## src/sv/uvt_pkg.sv

```systemverilog
// ----------------------------------------------------------------------------
// uvt_pkg
// Shared types and constants for the unordered value table.
// ----------------------------------------------------------------------------
package uvt_pkg;

    localparam int OPCODE_W  = 2;
    localparam int ITEM_W    = 32;
    localparam int CAP_W     = 7;
    localparam int STATUS_W  = 2;
    localparam logic [CAP_W-1:0] CAP_RESET = 7'd64;

    typedef enum logic [OPCODE_W-1:0] {
        OP_INSERT = 2'd0,
        OP_DELETE = 2'd1,
        OP_SEARCH = 2'd2
    } op_t;

    typedef enum logic [STATUS_W-1:0] {
        ST_DONE      = 2'd0,
        ST_FULL      = 2'd1,
        ST_EMPTY     = 2'd2,
        ST_NOT_FOUND = 2'd3
    } status_t;

    typedef enum logic [1:0] {
        S_IDLE,
        S_CMP,
        S_UPD
    } state_t;

    typedef struct packed {
        logic cmp;
        logic ins;
        logic del;
    } cell_ctrl_t;

endpackage

```

## src/sv/uvt_cell.sv

```systemverilog
// ----------------------------------------------------------------------------
// uvt_cell
// One table slot: holds a value, compares it with the key and moves data
// to or from its neighbors on insert and delete.
// ----------------------------------------------------------------------------
module uvt_cell #(
    parameter int VW    = 32,
    parameter int CNT_W = 7,
    parameter int IDX   = 0
) (
    input  logic                clk,
    input  logic                rst_n,
    input  uvt_pkg::cell_ctrl_t ctrl,
    input  logic [VW-1:0]       key,
    input  logic [CNT_W-1:0]    count,
    input  logic [VW-1:0]       prev_value,
    input  logic [VW-1:0]       next_value,
    input  logic                del_sel,
    output logic [VW-1:0]       value,
    output logic                match
);

    localparam logic [CNT_W-1:0] MY_IDX = CNT_W'(IDX);

    logic [VW-1:0] value_reg;
    logic [VW-1:0] value_next;
    logic          match_reg;
    logic          match_next;

    always_comb
    begin
        value_next = value_reg;
        if (ctrl.ins)
        begin
            value_next = prev_value;
        end
        else if (ctrl.del && del_sel)
        begin
            value_next = next_value;
        end
    end

    always_comb
    begin
        match_next = match_reg;
        if (ctrl.cmp)
        begin
            match_next = (MY_IDX < count) && (value_reg == key);
        end
    end

    always_ff @(posedge clk)
    begin
        value_reg <= value_next;
    end

    always_ff @(posedge clk or negedge rst_n)
    begin
        if (!rst_n)
        begin
            match_reg <= 1'b0;
        end
        else
        begin
            match_reg <= match_next;
        end
    end

    assign value = value_reg;
    assign match = match_reg;

endmodule

```

## config.mk

```make
export PLATFORM = sky130hd
export DESIGN_NAME = uvt_cell
export DESIGN_NICKNAME = d
export VERILOG_FILES = /design/src/sv/uvt_pkg.sv /design/src/sv/uvt_cell.sv
export SDC_FILE = /design/constraint.sdc
export NUM_CORES = 1
export LEC_CHECK = 0
export BUFFER_PORTS_ARGS = -buffer_cell sky130_fd_sc_hd__buf_2
export CORE_MARGIN = 1.5
export CORE_UTILIZATION = 25
export DETAILED_ROUTE_END_ITERATION = 16
export PLACE_DENSITY = 0.56
export SYNTH_ARGS = -nofsm -noshare
export SYNTH_HDL_FRONTEND = slang
export SYNTH_SLANG_ARGS = --single-unit
```

## constraint.sdc

```tcl
create_clock -name clk -period 1.2 [get_ports clk]
set_input_delay 0.06 -clock clk [delete_from_list [all_inputs] [get_ports clk]]
set_output_delay 0.06 -clock clk [all_outputs]
set_load 0.1 [all_outputs]
```

==> results.ini <==
[cts]
htree_levels = 2
cts_tree = built
cts_buffers = 5
clk_pin_slew_worst_paths_ps = 70
root_buffer = clkbuf_8
clock-sinks = 33
clk_latency_ps = 280
clk_path_buf_depth = 2
cts_setup_buffers = 0

[logic_synthesis]
syn_avg_cell_area_um2 = 14.9
netlist_instances = 118
synth-seq-cells = 33
yosysSeqAreaShare = 0.562
yosysUniqueCellTypes = 16
synthesis.nets = 227
syn_area_um2 = 1750
yosysWarnings = 0

[routing]
drt-pass1-iter-count = 4
num_vias = 1503
wirelength_um = 4710
wl_per_cell_um = 12.6
remaining_drc_errors = 0
vias_per_cell = 4.03
ant_nets = 0
first_iter_violations = 20

[final_layout]
ff_latch_area_um2 = 986
multi_input_area_um2 = 763
n_fill_cell = 664
layoutNonFillerInstCount = 373
n_antenna_cell = 0
drive_gt1_frac = 0.711
area_growth_pct = 69.5
largest_reg_flops = 32
nNetsFinal = 385

[pwr]
p_leak_nw = 1.36
p_per_area_nw_per_um2 = 1500
ir_drop_mv = 0.811

[global_route]
grt_max_degree = 34
grt_pass1_wl_um = 7030
grtUsageTotal = 0.123
grt_overflow = 0
antenna_found_initial = 0
grt_pass1_vias = 1549

[die]
start_util = 0.258
die_w_um = 86.8
rows = 30
chipHeight_um = 86.8
die-area_um2 = 7530
ios = 142
fp.coreArea_um2 = 6790

[setup_path]
cp-start-kind = flip-flop
crit_arrival_ps = 1590
path_max_fanout = 2
end_kind = flip-flop
crit_required_ps = 1390
crit_type = reg2reg

[outcome]
status = finished, violations left
violations = negative setup slack

[sta]
fin_worst_skew_ps = 6.58
setup_viol = 1
hold_viol_final = 0
min_period_ps = 1390
tns_ps = -193
timing.fmax_mhz = 718
relSlewSlack = 0.670
setup_ws_ps = -193
final.period_utilization = 1.16
drv_slew = 0
hold_ws_ps = 75.7
rsz0062_at_grt = yes
tightest_slew_ps = 499

[job]
max_cap_viol_count = 0

[placement]
port_buffers = 141
place.gp.congestion = 0.724
hpwl_um = 3870
place_inst = 364

[worst_hold_path]
hold_class = in2reg

[cell families after synthesis]
kind of cell,share of synthesized area
flip-flops,0.562
AND/OR/NAND/NOR,0.0535
AO/OA/AOI/OAI,0.00856
XOR/XNOR,0.160
multiplexers,0.205
buffers and inverters,0.0107
[per-layer routing]
| layer | global-route usage | up-vias | wire length, um |
|---|---|---|---|
| li1 | - | 758 | - |
| met4 | 0.0440 | 0 | 38 |
| met5 | 0 | - | 0 |
| met2 | 0.207 | 83 | 2320 |
| met3 | 0.0514 | 2 | 502 |
| met1 | 0.141 | 660 | 1840 |
[final cells by class]
type,count,share of cell area
multi-input combinational,81,0.257
timing repair buffer,155,0.326
tap,96,0.0404
clock buffer,5,0.0231
sequential,33,0.332
clock inverter,3,0.0219
[timing repair]
action / 4_1_cts / 5_1_grt
pin swaps: 2 / 0
hold buffers: 1 / 0
hold endpoints to repair: 1 / 0
endpoints found under the setup margin: 2 / 6
resized for setup: 2 / 5
[cells in the final DEF (no fill, tap or decap)]
| cell type | n |
|---|---|
| mux2_2 | 32 |
| nand2b_1 | 1 |
| nand3_1 | 1 |
| clkbuf_4 | 5 |
| buf_12 | 10 |
| edfxtp_1 | 32 |
| a21o_4 | 1 |
| buf_2 | 128 |
| buf_4 | 11 |
| dlygate4sd3_1 | 1 |
| xor2_1 | 31 |
| o31ai_1 | 1 |
| nor4_1 | 6 |
| dfrtp_1 | 1 |
| bufinv_16 | 2 |
| clkbuf_8 | 5 |
| nor4_2 | 2 |
| nand2_1 | 1 |
| clkinv_2 | 1 |
| nand4_1 | 2 |
| nor3_1 | 2 |
| xnor2_1 | 1 |
[per-stage QoR]
step                total power, mW  utilization  cell area (um^2)  worst slack (ps)
floorplan                      2.69            -              1760              -568
global placement               3.23        0.413              2810              -228
detailed placement             3.23        0.413              2810              -244
CTS                            4.51        0.436              2960              -223
global route                   4.64        0.438              2970              -320
finish                         4.47        0.438              2970              -193
[synth_stat cells (all sizes together)]
cell type,number,area share
a21o,1,0.0043
buf,3,0.0086
clkbuf,1,0.0021
dfrtp,1,0.014
edfxtp,32,0.55
mux2,32,0.21
nand2,1,0.0021
nand2b,1,0.0036
nand3,1,0.0029
nand4,2,0.0071
nor3,2,0.0057
nor4,8,0.032
o31ai,1,0.0043
xnor2,1,0.0050
xor2,31,0.15
[critical path: stages (launching register included)]
cell,delay [ps]
edfxtp_1,400
xor2_1,150
nor4_1,280
buf_4,150
nand4_1,110
o31ai_1,210
[final timing paths]
kind / startpoint / endpoint / slack (ps) / cells past startpoint
worst max-delay path: value[7] / match / -190 / 5
worst min-delay path: ctrl[2] / match / 80 / 3
worst max register to register: value[7] / match / -190 / 5
worst min register to register: match / match / 500 / 2
max in group asynchronous: rst_n / match / 1030 / 2
min in group asynchronous: rst_n / match / 90 / 2
[where the power goes]
group / switching, mW / internal [mW]
logic: 1.19 / 0.525
registers: 0.0771 / 1.42
clock network: 0.427 / 0.826
total: 1.70 / 2.77
No activity file was read; power rests on OpenSTA's default activity.
